===== config.mk =====
export PLATFORM = sky130hd
export DESIGN_NAME = residency_busiest_utilization_unit
export DESIGN_NICKNAME = d
export VERILOG_FILES = /design/src/rbu_pkg.sv /design/src/rbu_ram.sv /design/src/rbu_ctrl.sv /design/src/rbu_dpath.sv /design/src/residency_busiest_utilization_unit.sv
export SDC_FILE = /design/constraint.sdc
export NUM_CORES = 1
export LEC_CHECK = 0
export BUFFER_PORTS_ARGS = -buffer_cell sky130_fd_sc_hd__buf_2
export CAP_MARGIN = 25
export CORE_MARGIN = 4
export CORE_UTILIZATION = 60
export CTS_CLUSTER_DIAMETER = 200
export DETAILED_ROUTE_END_ITERATION = 6
export GPL_TIMING_DRIVEN = 0
export PLACE_DENSITY = 0.84
export SETUP_SLACK_MARGIN = 0.05
export SLEW_MARGIN = 20
export SYNTH_ARGS = -nofsm -noshare
export SYNTH_HDL_FRONTEND = slang
export SYNTH_SLANG_ARGS = --single-unit

===== constraint.sdc =====
create_clock -name clk -period 10.9 [get_ports clk]
set_input_delay 1.635 -clock clk [delete_from_list [all_inputs] [get_ports clk]]
set_output_delay 1.635 -clock clk [all_outputs]
set_load 0.05 [all_outputs]

===== src/rbu_pkg.sv =====
`timescale 1ns / 1ps
// ----------------------------------------------------------------------------
// rbu_pkg: shared types and constants of the busiest-utilization unit
// Holds the field widths, status codes, divider constants and the command and
// status bundles that pass between the controller and the datapath.
// ----------------------------------------------------------------------------
package rbu_pkg;

  // Field widths of one sample beat and one result beat.
  localparam int CIDX_W = 3;
  localparam int RES_W  = 64;
  localparam int WIN_W  = 32;
  localparam int BUSY_W = 14;
  localparam int STAT_W = 2;

  // Full scale of the utilization, in hundredths of a percent.
  localparam logic [BUSY_W-1:0] FULL_SCALE = BUSY_W'(10000);

  // Product of a window-sized delta and the full scale.
  localparam int PROD_W = WIN_W + BUSY_W;

  // The quotient stays below the full scale, so it has BUSY_W bits and the
  // divider retires one of them per step.
  localparam int DIV_STEPS = BUSY_W;
  localparam int CNT_W     = $clog2(DIV_STEPS);

  // Round status codes.
  localparam logic [STAT_W-1:0] STATUS_VALID     = 2'd0;
  localparam logic [STAT_W-1:0] STATUS_NO_SAMPLE = 2'd1;
  localparam logic [STAT_W-1:0] STATUS_ERROR     = 2'd2;

  // Commands from the controller to the datapath.
  typedef struct packed {
    logic load;        // capture an accepted sample beat, start the RAM read
    logic sub;         // form delta and the backward-step flag
    logic wr_ram;      // store the current reading
    logic clr_valid;   // invalidate the counter
    logic set_valid;   // mark the counter's reading valid
    logic mark_sample; // a successful read moves error to no-sample
    logic set_full;    // delta reached the window: quotient is full scale
    logic mul;         // load the divider with delta times full scale
    logic div_step;    // one restoring division step
    logic upd;         // fold the busy value into the round maximum
    logic emit;        // present the round result and restart the round
  } rbu_cmd_t;

  // Status from the datapath to the controller.
  typedef struct packed {
    logic skip;        // counter index out of range
    logic fail;        // read failed
    logic refresh;     // zero window, no valid reading or backward step
    logic ge_window;   // delta reaches the window
    logic last;        // sample closes the round
    logic out_busy;    // result register is full and stalled
  } rbu_stat_t;

endpackage


===== src/rbu_ram.sv =====
`timescale 1ns / 1ps
// ----------------------------------------------------------------------------
// rbu_ram: generic single-write, single-read RAM
// One write port and one read port with registered read data.
// ----------------------------------------------------------------------------
module rbu_ram #(
  parameter int WIDTH = 64,
  parameter int DEPTH = 8
) (
  input  logic                                  clk,
  input  logic                                  we,
  input  logic [(DEPTH > 1 ? $clog2(DEPTH) : 1)-1:0] waddr,
  input  logic [WIDTH-1:0]                      wdata,
  input  logic                                  re,
  input  logic [(DEPTH > 1 ? $clog2(DEPTH) : 1)-1:0] raddr,
  output logic [WIDTH-1:0]                      rdata
);

  logic [WIDTH-1:0] mem_r [DEPTH];
  logic [WIDTH-1:0] rdata_r;

  // Write port.
  always_ff @(posedge clk) begin
    if (we) begin
      mem_r[waddr] <= wdata;
    end
  end

  // Registered read port.
  always_ff @(posedge clk) begin
    if (re) begin
      rdata_r <= mem_r[raddr];
    end
  end

  assign rdata = rdata_r;

endmodule


===== src/rbu_ctrl.sv =====
`timescale 1ns / 1ps
// ----------------------------------------------------------------------------
// rbu_ctrl: sequencing controller of the busiest-utilization unit
// Walks one sample beat through read, subtract, decide, multiply, divide,
// update and round-end steps, and counts the divider steps.
// ----------------------------------------------------------------------------
module rbu_ctrl import rbu_pkg::*; (
  input  logic      clk,
  input  logic      rst_n,
  input  logic      in_valid,
  output logic      in_stall,
  input  rbu_stat_t stat,
  output rbu_cmd_t  cmd
);

  typedef enum logic [2:0] {
    S_IDLE,
    S_SUB,
    S_DEC,
    S_MUL,
    S_DIV,
    S_UPD,
    S_FIN
  } state_t;

  state_t           state_r, state_nxt;
  logic [CNT_W-1:0] cnt_r, cnt_nxt;

  // Sample beats are taken only between samples.
  assign in_stall = (state_r != S_IDLE);

  // Next state and commands.
  always_comb begin
    state_nxt = state_r;
    cnt_nxt   = cnt_r;
    cmd       = '0;
    unique case (state_r)
      S_IDLE: begin
        if (in_valid) begin
          cmd.load  = 1'b1;
          state_nxt = S_SUB;
        end
      end
      S_SUB: begin
        cmd.sub   = 1'b1;
        state_nxt = S_DEC;
      end
      S_DEC: begin
        priority if (stat.skip) begin
          state_nxt = S_FIN;
        end else if (stat.fail) begin
          cmd.clr_valid = 1'b1;
          state_nxt     = S_FIN;
        end else if (stat.refresh) begin
          cmd.wr_ram      = 1'b1;
          cmd.set_valid   = 1'b1;
          cmd.mark_sample = 1'b1;
          state_nxt       = S_FIN;
        end else if (stat.ge_window) begin
          cmd.wr_ram      = 1'b1;
          cmd.set_valid   = 1'b1;
          cmd.mark_sample = 1'b1;
          cmd.set_full    = 1'b1;
          state_nxt       = S_UPD;
        end else begin
          cmd.wr_ram      = 1'b1;
          cmd.set_valid   = 1'b1;
          cmd.mark_sample = 1'b1;
          state_nxt       = S_MUL;
        end
      end
      S_MUL: begin
        cmd.mul   = 1'b1;
        cnt_nxt   = '0;
        state_nxt = S_DIV;
      end
      S_DIV: begin
        cmd.div_step = 1'b1;
        cnt_nxt      = cnt_r + 1'b1;
        if (cnt_r == CNT_W'(DIV_STEPS - 1)) begin
          state_nxt = S_UPD;
        end
      end
      S_UPD: begin
        cmd.upd   = 1'b1;
        state_nxt = S_FIN;
      end
      S_FIN: begin
        if (!stat.last) begin
          state_nxt = S_IDLE;
        end else if (!stat.out_busy) begin
          cmd.emit  = 1'b1;
          state_nxt = S_IDLE;
        end
      end
      default: begin
        state_nxt = S_IDLE;
      end
    endcase
  end

  // State and step counter.
  always_ff @(posedge clk) begin
    if (!rst_n) begin
      state_r <= S_IDLE;
      cnt_r   <= '0;
    end else begin
      state_r <= state_nxt;
      cnt_r   <= cnt_nxt;
    end
  end

  // The divider never runs past its last quotient bit.
  a_div_count: assert property (@(posedge clk) disable iff (!rst_n)
    (state_r == S_DIV) |-> (cnt_r < CNT_W'(DIV_STEPS)))
    else $error("divider step count out of range");

  // Every multiply is followed by a full run of division steps.
  a_mul_then_div: assert property (@(posedge clk) disable iff (!rst_n)
    cmd.mul |=> (state_r == S_DIV) && (cnt_r == '0))
    else $error("divider did not start after multiply");

endmodule


===== src/rbu_dpath.sv =====
`timescale 1ns / 1ps
// ----------------------------------------------------------------------------
// rbu_dpath: datapath of the busiest-utilization unit
// Holds the sample beat, the previous-reading RAM and valid bits, the delta
// and restoring divider, the round maximum and the result register.
// ----------------------------------------------------------------------------
module rbu_dpath import rbu_pkg::*; #(
  parameter int NUM_COUNTERS = 8
) (
  input  logic              clk,
  input  logic              rst_n,
  input  logic [CIDX_W-1:0] in_counter_index,
  input  logic              in_read_ok,
  input  logic [RES_W-1:0]  in_residency_ms,
  input  logic [WIN_W-1:0]  in_window_ms,
  input  logic              in_round_end,
  input  rbu_cmd_t          cmd,
  output rbu_stat_t         stat,
  output logic              out_valid,
  input  logic              out_stall,
  output logic [BUSY_W-1:0] out_busy_level,
  output logic [STAT_W-1:0] out_round_status
);

  localparam int IDX_W = (NUM_COUNTERS > 1) ? $clog2(NUM_COUNTERS) : 1;
  localparam int EXT_W = (IDX_W > CIDX_W) ? IDX_W : CIDX_W;

  // Captured sample beat.
  logic [CIDX_W-1:0] idx_r;
  logic              ok_r;
  logic [RES_W-1:0]  cur_r;
  logic [WIN_W-1:0]  win_r;
  logic              last_r;

  // Counter addressing.
  logic [EXT_W-1:0]  in_idx_ext, idx_ext;
  logic [IDX_W-1:0]  in_addr, addr;
  logic [RES_W-1:0]  prev;

  // Per-counter valid bits.
  logic [NUM_COUNTERS-1:0] valid_r;

  // Delta and divider.
  logic [RES_W-1:0]  delta_r;
  logic              back_r;
  logic [WIN_W-1:0]  rem_r;
  logic [BUSY_W-1:0] low_r;
  logic [PROD_W-1:0] prod;
  logic [WIN_W+1:0]  trial;
  logic              qbit;

  // Round accumulation and result register.
  logic [BUSY_W-1:0] best_r;
  logic [STAT_W-1:0] acc_r;
  logic [BUSY_W-1:0] util;
  logic              out_valid_r;
  logic [BUSY_W-1:0] out_busy_r;
  logic [STAT_W-1:0] out_status_r;

  assign in_idx_ext = EXT_W'(in_counter_index);
  assign idx_ext    = EXT_W'(idx_r);
  assign in_addr    = in_idx_ext[IDX_W-1:0];
  assign addr       = idx_ext[IDX_W-1:0];

  // Capture the accepted beat.
  always_ff @(posedge clk) begin
    if (cmd.load) begin
      idx_r  <= in_counter_index;
      ok_r   <= in_read_ok;
      cur_r  <= in_residency_ms;
      win_r  <= in_window_ms;
      last_r <= in_round_end;
    end
  end

  // Previous readings, read as the beat is accepted.
  rbu_ram #(
    .WIDTH (RES_W),
    .DEPTH (NUM_COUNTERS)
  ) u_prev_ram (
    .clk   (clk),
    .we    (cmd.wr_ram),
    .waddr (addr),
    .wdata (cur_r),
    .re    (cmd.load),
    .raddr (in_addr),
    .rdata (prev)
  );

  // Valid bit per counter.
  always_ff @(posedge clk) begin
    if (!rst_n) begin
      valid_r <= '0;
    end else if (cmd.clr_valid) begin
      valid_r[addr] <= 1'b0;
    end else if (cmd.set_valid) begin
      valid_r[addr] <= 1'b1;
    end
  end

  // Delta against the previous reading and the backward-step flag.
  always_ff @(posedge clk) begin
    if (cmd.sub) begin
      delta_r <= cur_r - prev;
      back_r  <= (cur_r < prev);
    end
  end

  // Status toward the controller.
  always_comb begin
    stat.skip      = (32'(idx_r) >= NUM_COUNTERS);
    stat.fail      = !ok_r;
    stat.refresh   = (win_r == '0) || !valid_r[addr] || back_r;
    stat.ge_window = (|delta_r[RES_W-1:WIN_W]) || (delta_r[WIN_W-1:0] >= win_r);
    stat.last      = last_r;
    stat.out_busy  = out_valid_r && out_stall;
  end

  // Restoring division of delta * full scale by the window. The upper part of
  // the product is already below the window, so it seeds the remainder and the
  // low BUSY_W bits are shifted in one per step while the quotient shifts into low_r.
  assign prod  = PROD_W'(delta_r[WIN_W-1:0]) * PROD_W'(FULL_SCALE);
  assign trial = {1'b0, rem_r, low_r[BUSY_W-1]} - {2'b00, win_r};
  assign qbit  = !trial[WIN_W+1];

  always_ff @(posedge clk) begin
    if (cmd.mul) begin
      rem_r <= prod[PROD_W-1:BUSY_W];
      low_r <= prod[BUSY_W-1:0];
    end else if (cmd.set_full) begin
      low_r <= FULL_SCALE;
    end else if (cmd.div_step) begin
      rem_r <= qbit ? trial[WIN_W-1:0] : {rem_r[WIN_W-2:0], low_r[BUSY_W-1]};
      low_r <= {low_r[BUSY_W-2:0], qbit};
    end
  end

  assign util = FULL_SCALE - low_r;

  // Round maximum and status.
  always_ff @(posedge clk) begin
    if (!rst_n) begin
      best_r <= '0;
      acc_r  <= STATUS_ERROR;
    end else if (cmd.emit) begin
      best_r <= '0;
      acc_r  <= STATUS_ERROR;
    end else if (cmd.upd) begin
      if ((acc_r != STATUS_VALID) || (util > best_r)) begin
        best_r <= util;
        acc_r  <= STATUS_VALID;
      end
    end else if (cmd.mark_sample) begin
      if (acc_r == STATUS_ERROR) begin
        acc_r <= STATUS_NO_SAMPLE;
      end
    end
  end

  // Result register.
  always_ff @(posedge clk) begin
    if (!rst_n) begin
      out_valid_r <= 1'b0;
    end else if (cmd.emit) begin
      out_valid_r <= 1'b1;
    end else if (!out_stall) begin
      out_valid_r <= 1'b0;
    end
  end

  always_ff @(posedge clk) begin
    if (cmd.emit) begin
      out_busy_r   <= (acc_r == STATUS_VALID) ? best_r : '0;
      out_status_r <= acc_r;
    end
  end

  assign out_valid        = out_valid_r;
  assign out_busy_level   = out_busy_r;
  assign out_round_status = out_status_r;

  // A pending result is never overwritten.
  a_no_overwrite: assert property (@(posedge clk) disable iff (!rst_n)
    cmd.emit |-> !(out_valid_r && out_stall))
    else $error("round result overwritten while stalled");

  // Only a valid round carries a nonzero busy level, and never above full scale.
  a_result_range: assert property (@(posedge clk) disable iff (!rst_n)
    out_valid_r |-> ((out_round_status == STATUS_VALID) || (out_busy_r == '0))
                    && (out_busy_r <= FULL_SCALE))
    else $error("round result out of range");

  // The partial remainder stays below the divisor while dividing.
  a_rem_bound: assert property (@(posedge clk) disable iff (!rst_n)
    cmd.div_step |-> (rem_r < win_r))
    else $error("divider remainder not below window");

  // The status accumulator holds one of its three codes.
  a_acc_code: assert property (@(posedge clk) disable iff (!rst_n)
    (acc_r == STATUS_VALID) || (acc_r == STATUS_NO_SAMPLE) || (acc_r == STATUS_ERROR))
    else $error("round status accumulator corrupt");

endmodule


===== src/residency_busiest_utilization_unit.sv =====
`timescale 1ns / 1ps
// ----------------------------------------------------------------------------
// residency_busiest_utilization_unit: busiest counter from idle residency
// Derives each counter's busy level from successive idle-residency readings and
// reports the maximum of a round together with a status on the round's last
// sample beat.
// ----------------------------------------------------------------------------
// One sample beat is taken at a time. A beat that yields no busy value (index
// out of range, failed read, zero window, first reading or backward step)
// passes through read, subtract, decide and finish; one whose idle delta
// reaches the window adds an update; any other also adds a multiply and the
// 14-step restoring divider forming idle * 10000 / window one quotient bit per
// cycle. A round-end beat also waits while a previous round result is still
// stalled on the output. The previous readings live in a small RAM with one
// entry per counter; readings are only used after the counter's valid bit is
// set, and reset clears the valid bits at once, so no clearing pass is needed.
module residency_busiest_utilization_unit import rbu_pkg::*; #(
  parameter int NUM_COUNTERS = 8
) (
  input  logic              clk,
  input  logic              rst_n,
  input  logic              in_valid,
  output logic              in_stall,
  input  logic [CIDX_W-1:0] in_counter_index,
  input  logic              in_read_ok,
  input  logic [RES_W-1:0]  in_residency_ms,
  input  logic [WIN_W-1:0]  in_window_ms,
  input  logic              in_round_end,
  output logic              out_valid,
  input  logic              out_stall,
  output logic [BUSY_W-1:0] out_busy_level,
  output logic [STAT_W-1:0] out_round_status
);

  rbu_cmd_t  cmd;
  rbu_stat_t stat;

  // Sequencing.
  rbu_ctrl u_ctrl (
    .clk      (clk),
    .rst_n    (rst_n),
    .in_valid (in_valid),
    .in_stall (in_stall),
    .stat     (stat),
    .cmd      (cmd)
  );

  // Storage and arithmetic.
  rbu_dpath #(
    .NUM_COUNTERS (NUM_COUNTERS)
  ) u_dpath (
    .clk              (clk),
    .rst_n            (rst_n),
    .in_counter_index (in_counter_index),
    .in_read_ok       (in_read_ok),
    .in_residency_ms  (in_residency_ms),
    .in_window_ms     (in_window_ms),
    .in_round_end     (in_round_end),
    .cmd              (cmd),
    .stat             (stat),
    .out_valid        (out_valid),
    .out_stall        (out_stall),
    .out_busy_level   (out_busy_level),
    .out_round_status (out_round_status)
  );

endmodule

# == Word level (Yosys, flattened, before mapping) ==
# Memory sizes are Yosys's and may differ from the RTL's. A register that Yosys moved wholly into a read port is not among the register bits.
# Index checks and enable logic that the tools add are counted.
# classes
mul,1
bitwise_logic,4
order_cmp,5
reduce_logical,26
mux,45
n_eq_ne,14
n_addsub,4
# ops
cell,n
$mux W32,4
$lt A64 B64 Y1,1
$sub A64 B64 Y64,1
$mul A32 B10 Y42 const B,1
$mux W14,3
$sub A33 B32 Y34,1
$ge A32 B32 Y1,1
$logic_not A32 Y1,1
$reduce_or A32 Y1,1
$mux W3,8
$pmux W3 S7,1
$mux W1,19
$mux W8,2
$gt A14 B14 Y1,1
$sub A14 B14 Y14 const A,1
$reduce_bool A2 Y1,6
$eq A3 B3 Y1 const B,3
$and A8 B8 Y8,1
$mux W2,4
$not A8 Y8,1
$or A8 B8 Y8,1
$pmux W4 S2,1
$eq A3 B2 Y1 const B,2
$ne A2 B1 Y1 const B,3
other kinds (21),31
# word_totals
word_cells,118
n_memories,1
ram_bits,512
regBits,260
out_inout_bits,18
# mem_list
name,words,width,rd,rd_ports_with_merged_regs,wr,line,rtl
u_dpath.u_prev_ram.mem_r,8,64,1,1,1,rbu_ram.sv:19,logic [WIDTH-1:0] mem_r [DEPTH];

# == Depth between registers and ports, before layout ==
# depth
depth_word,10
depth_mapped,23

# == By module ==
# Synthesis repeated with hierarchy kept, for this count alone.
# unflattened
cells_unflattened,3057
area_unflattened_um2,42677.2
# by_module_without_submodules
module,area_each_um2,seq_area_each_um2,instances,cells_per_inst
rbu_ram,21187.8,17296.6,1,816
rbu_dpath,20987.6,7307.0,1,2180
rbu_ctrl,501.7,140.1,1,61

# == Least setup slack after synthesis ==
# No wires, ideal clock.
# synth_path
kind,input port to flip-flop
start,input in_valid
end,register u_dpath.idx_r[0] (netlist: u_dpath.addr[0]) (enable)
arrival_ns,8.459
path_slack_ns,1.748
cell_stages,2
required_time_ns,10.207
path_cell_list,inv_1 > nor2_1
# synth_rtl
element,line,rtl
from (decl),residency_busiest_utilization_unit.sv:22,"input logic in_valid,"
to (signal assigned),rbu_dpath.sv:68,idx_r <= in_counter_index;
to (decl),rbu_dpath.sv:29,logic [CIDX_W-1:0] idx_r;

# == Final worst setup path ==
# layout_path
start,register u_dpath.delta_r[10]
end,register u_dpath.rem_r[30] (data pin)
# layout_via
elab_chain_cells,2
# layout_rtl
element,line,rtl
from (decl),rbu_dpath.sv:44,logic [RES_W-1:0] delta_r;
from (signal assigned),rbu_dpath.sv:104,delta_r <= cur_r - prev;
$mul A32 B10 Y42,rbu_dpath.sv:122,assign prod = PROD_W'(delta_r[WIN_W-1:0]) * PROD_W'(FULL_SCALE);
$mux W32,rbu_dpath.sv:127,if (cmd.mul) begin
to (signal assigned),rbu_dpath.sv:128,rem_r <= prod[PROD_W-1:BUSY_W];
to (signal assigned),rbu_dpath.sv:133,"rem_r <= qbit ? trial[WIN_W-1:0] : {rem_r[WIN_W-2:0], low_r[BUSY_W-1]};"
to (decl),rbu_dpath.sv:46,logic [WIN_W-1:0] rem_r;
# No other way between the ends.
# A chain may end at the register's enable or synchronous reset.

==> flow_metrics.env <==
export IMPL_outcome="complete, no violations"
export IMPL_ys_ff_latch=836
export IMPL_cp_max_fo=7
export IMPL_cp_end_kind="flop"
export IMPL_drive_gt1_share_pct=17.1
export IMPL_synth_edf_count=800
export IMPL_hold_viol=0
export IMPL_yosys_area_top_type="edfxtp_1"
export IMPL_netlist_instances=2951
export IMPL_die_x_um=273
export IMPL_max_stage_delay_ns=0.56
export IMPL_grt_overflow=0
export IMPL_fin_ws_ns=4.51
export IMPL_grt_pass1_vias=26900
export IMPL_cp_cell_sequence="inv_1 -> fa_1 -> inv_1 -> ha_1 -> fa_1 -> ha_1 -> inv_1 -> fa_1 -> inv_1 -> ha_1 -> clkbuf_1 -> nand4_1 -> o21ai_0 -> o21ai_0 -> nand4_1 -> a221oi_1 -> o2111ai_1 -> o211a_1 -> a221oi_1 -> xnor2_1 -> nor2_1 -> a311oi_1"
export IMPL_firstDrtPassIters=6
export IMPL_ctsHoldBuffers=0
export IMPL_path_delay_family="adder cells"
export IMPL_insertion_delay_ns=0.65
export IMPL_drt_wl_total_um=100000
export IMPL_portBuffers=122
export IMPL_async_flop_share_pct=0
export IMPL_drv_slew=0
export IMPL_fin_crit_ns=6.39
export IMPL_grt_max_degree=31
export IMPL_area_delta_synth_final_pct=13.9
export IMPL_clock_sinks=836
export IMPL_crit_required_ns=11.35
export IMPL_cts_buffers_inserted=86
export IMPL_skew_ns=0.0310
export IMPL_rsz0062_at_grt="no"
export IMPL_rows=96
export IMPL_synth_seq_area_share_pct=58.9
export IMPL_max_cap_violations=0
export IMPL_routabilityCongestion=0.961
export IMPL_fmax_mhz=157
export IMPL_ys_types=82
export IMPL_worst_hold_path_type="flop to flop"
export IMPL_routed_via_density=6.19
export IMPL_post_dp_hpwl_um=69700
export IMPL_finish_utilization_pct=69.3
export IMPL_critical_path_class="flop to flop"
export IMPL_max_slew_margin_pct=26.5
export IMPL_synth_top_area_share_pct=57.2
export IMPL_syn_num_nets=3404
export IMPL_cts_root_buf="clkbuf_16"
export IMPL_arrival_ns=6.84
export IMPL_start_util_pct=60.8
export IMPL_synth_area_top_cells="edfxtp_1, ha_1, mux4_2"
export IMPL_fin_nets=3672
export IMPL_syn_area_um2=42000
export IMPL_fin_crit_sh_pct=58.6
export IMPL_worstMarginPinSlew_ns=1.10
export IMPL_start_kind="flop"
export IMPL_boundaryPins=123
export IMPL_finalSetupViolations=0
export IMPL_ys_warn_count=0
export IMPL_cts_setup_buffers=0
export IMPL_wl_per_cell_um=23.8
export IMPL_diodes=0
export IMPL_drc=0
export IMPL_core_um2=69100
export IMPL_die_h_um=273
export IMPL_gr_usage_all_layers_pct=27.1
export IMPL_dieArea_um2=74300
export IMPL_postRouteAntennaNets=0
export IMPL_cpMaxStageDelayCell="fa_1"
export IMPL_drt_iter0_drc=2734
export IMPL_reg2reg_slack_ns=4.51
export IMPL_worst_path_buf_inv=5
export IMPL_num_vias=26100
export IMPL_cts_max_level=3
export IMPL_cts_resized_gates=0
export IMPL_path_common_cell="inv_1"
export IMPL_cts_tree="yes"
export IMPL_antenna_found_initial=1
export IMPL_dp_slack_ns=4.68
export IMPL_clockBufferDepth=3
export IMPL_grt_pass1_wl_um=154000
export IMPL_ys_flop_type="edfxtp_1"
export IMPL_post_synth_cell_area_avg_um2=14.2
export IMPL_path_clk_slew_ns=0.06
==> through the flow <==
stage	area [um^2]	std cells	hold slack, ns	setup TNS [ns]
global placement	43800	4004	0.418	-511.46
finish	47900	4215	0.455	0
detailed placement	44900	4056	0.442	0
global route	47900	4215	0.464	0
CTS	47800	4209	0.456	0
floorplan	42000	2951	0.406	0
==> cells in the final DEF, fill, tap and decap left out, drive strengths merged, types with 15 or more instances in the layout <==
| cell | instances |
|---|---|
| o21ai | 107 |
| nand4 | 34 |
| nor2 | 134 |
| inv | 354 |
| dfxtp | 36 |
| nand3 | 26 |
| ha | 263 |
| clkinv | 29 |
| nor4 | 16 |
| xnor2 | 82 |
| nand2 | 119 |
| fa | 85 |
| a21oi | 178 |
| mux2 | 67 |
| clkbuf | 161 |
| o21a | 16 |
| and3 | 18 |
| a211oi | 25 |
| mux2i | 22 |
| mux4 | 130 |
| nand2b | 24 |
| a21o | 71 |
| nor2b | 35 |
| xor2 | 43 |
| edfxtp | 800 |
| a31oi | 15 |
| nor3 | 37 |
| buf | 198 |
==> final timing paths <==
kind                            start                           to  cells past startpoint
setup / recovery  u_dpath.delta_r[10]            u_dpath.rem_r[30]                     22
hold / removal       u_dpath.acc_r[1]  u_dpath.out_round_status[1]                      0
setup reg to reg  u_dpath.delta_r[10]            u_dpath.rem_r[30]                     22
hold reg to reg      u_dpath.acc_r[1]  u_dpath.out_round_status[1]                      0
==> layout make-up <==
type,instances,area (um^2)
fillers,4334,21200
inverters,348,1310
well taps,931,1160
plain buffers,77,305
clock buffers,102,2270
flip-flops and latches,836,24700
clock inverters,51,651
multi-input cells,1690,15800
repair buffers,180,1680
==> logic make-up after synthesis <==
kind of cell | synth area share [%]
AO/OA/AOI/OAI | 8.01
adder cells (fa/ha/maj) | 11.9
AND/OR/NAND/NOR | 5.53
multiplexers | 9.29
buffers and inverters | 3.82
XOR/XNOR | 2.61
flip-flops | 58.9
==> registers in the layout (all words and copies together), names as in the netlist, named ones only <==
signal                    count
u_ctrl.cnt_r                  4
u_ctrl.state_r                3
u_dpath.acc_r                 2
u_dpath.addr                  3
u_dpath.back_r                1
u_dpath.best_r               14
u_dpath.cur_r                64
u_dpath.delta_r              64
u_dpath.last_r                1
u_dpath.low_r                14
u_dpath.ok_r                  1
u_dpath.out_busy_level       14
u_dpath.out_round_status      2
u_dpath.out_valid             1
u_dpath.rem_r                32
u_dpath.u_prev_ram.mem_r    512
u_dpath.u_prev_ram.rdata     64
u_dpath.win_r                32
==> Yosys cell counts (all sizes together) (12+ instances only) <==
library cell  number
inv              348
ha               263
nand4             34
a21o              71
o21bai            12
mux4             130
nor2             134
mux2i             22
nor4              16
and2              12
mux2              67
and3              18
clkbuf            57
xor2              43
nand2b            24
dfxtp             36
xnor2             82
nand3             26
o21ai            107
nor2b             35
buf               20
nand2            119
nor3              37
a21oi            178
edfxtp           800
a31oi             15
a211oi            25
fa                85
o21a              16
==> routing by layer <==
metal	vias up	share of wire (%)	track usage (%)
met5	-	0.014	0
met4	2	4.6	11.3
met3	243	7.1	3.56
met2	1200	49	46.0
met1	13100	39	35.8
li1	11600	-	-
Power is left out: the tool's default activity adds up to more than one toggle a clock period on the data nets, which glitch-free logic cannot reach.
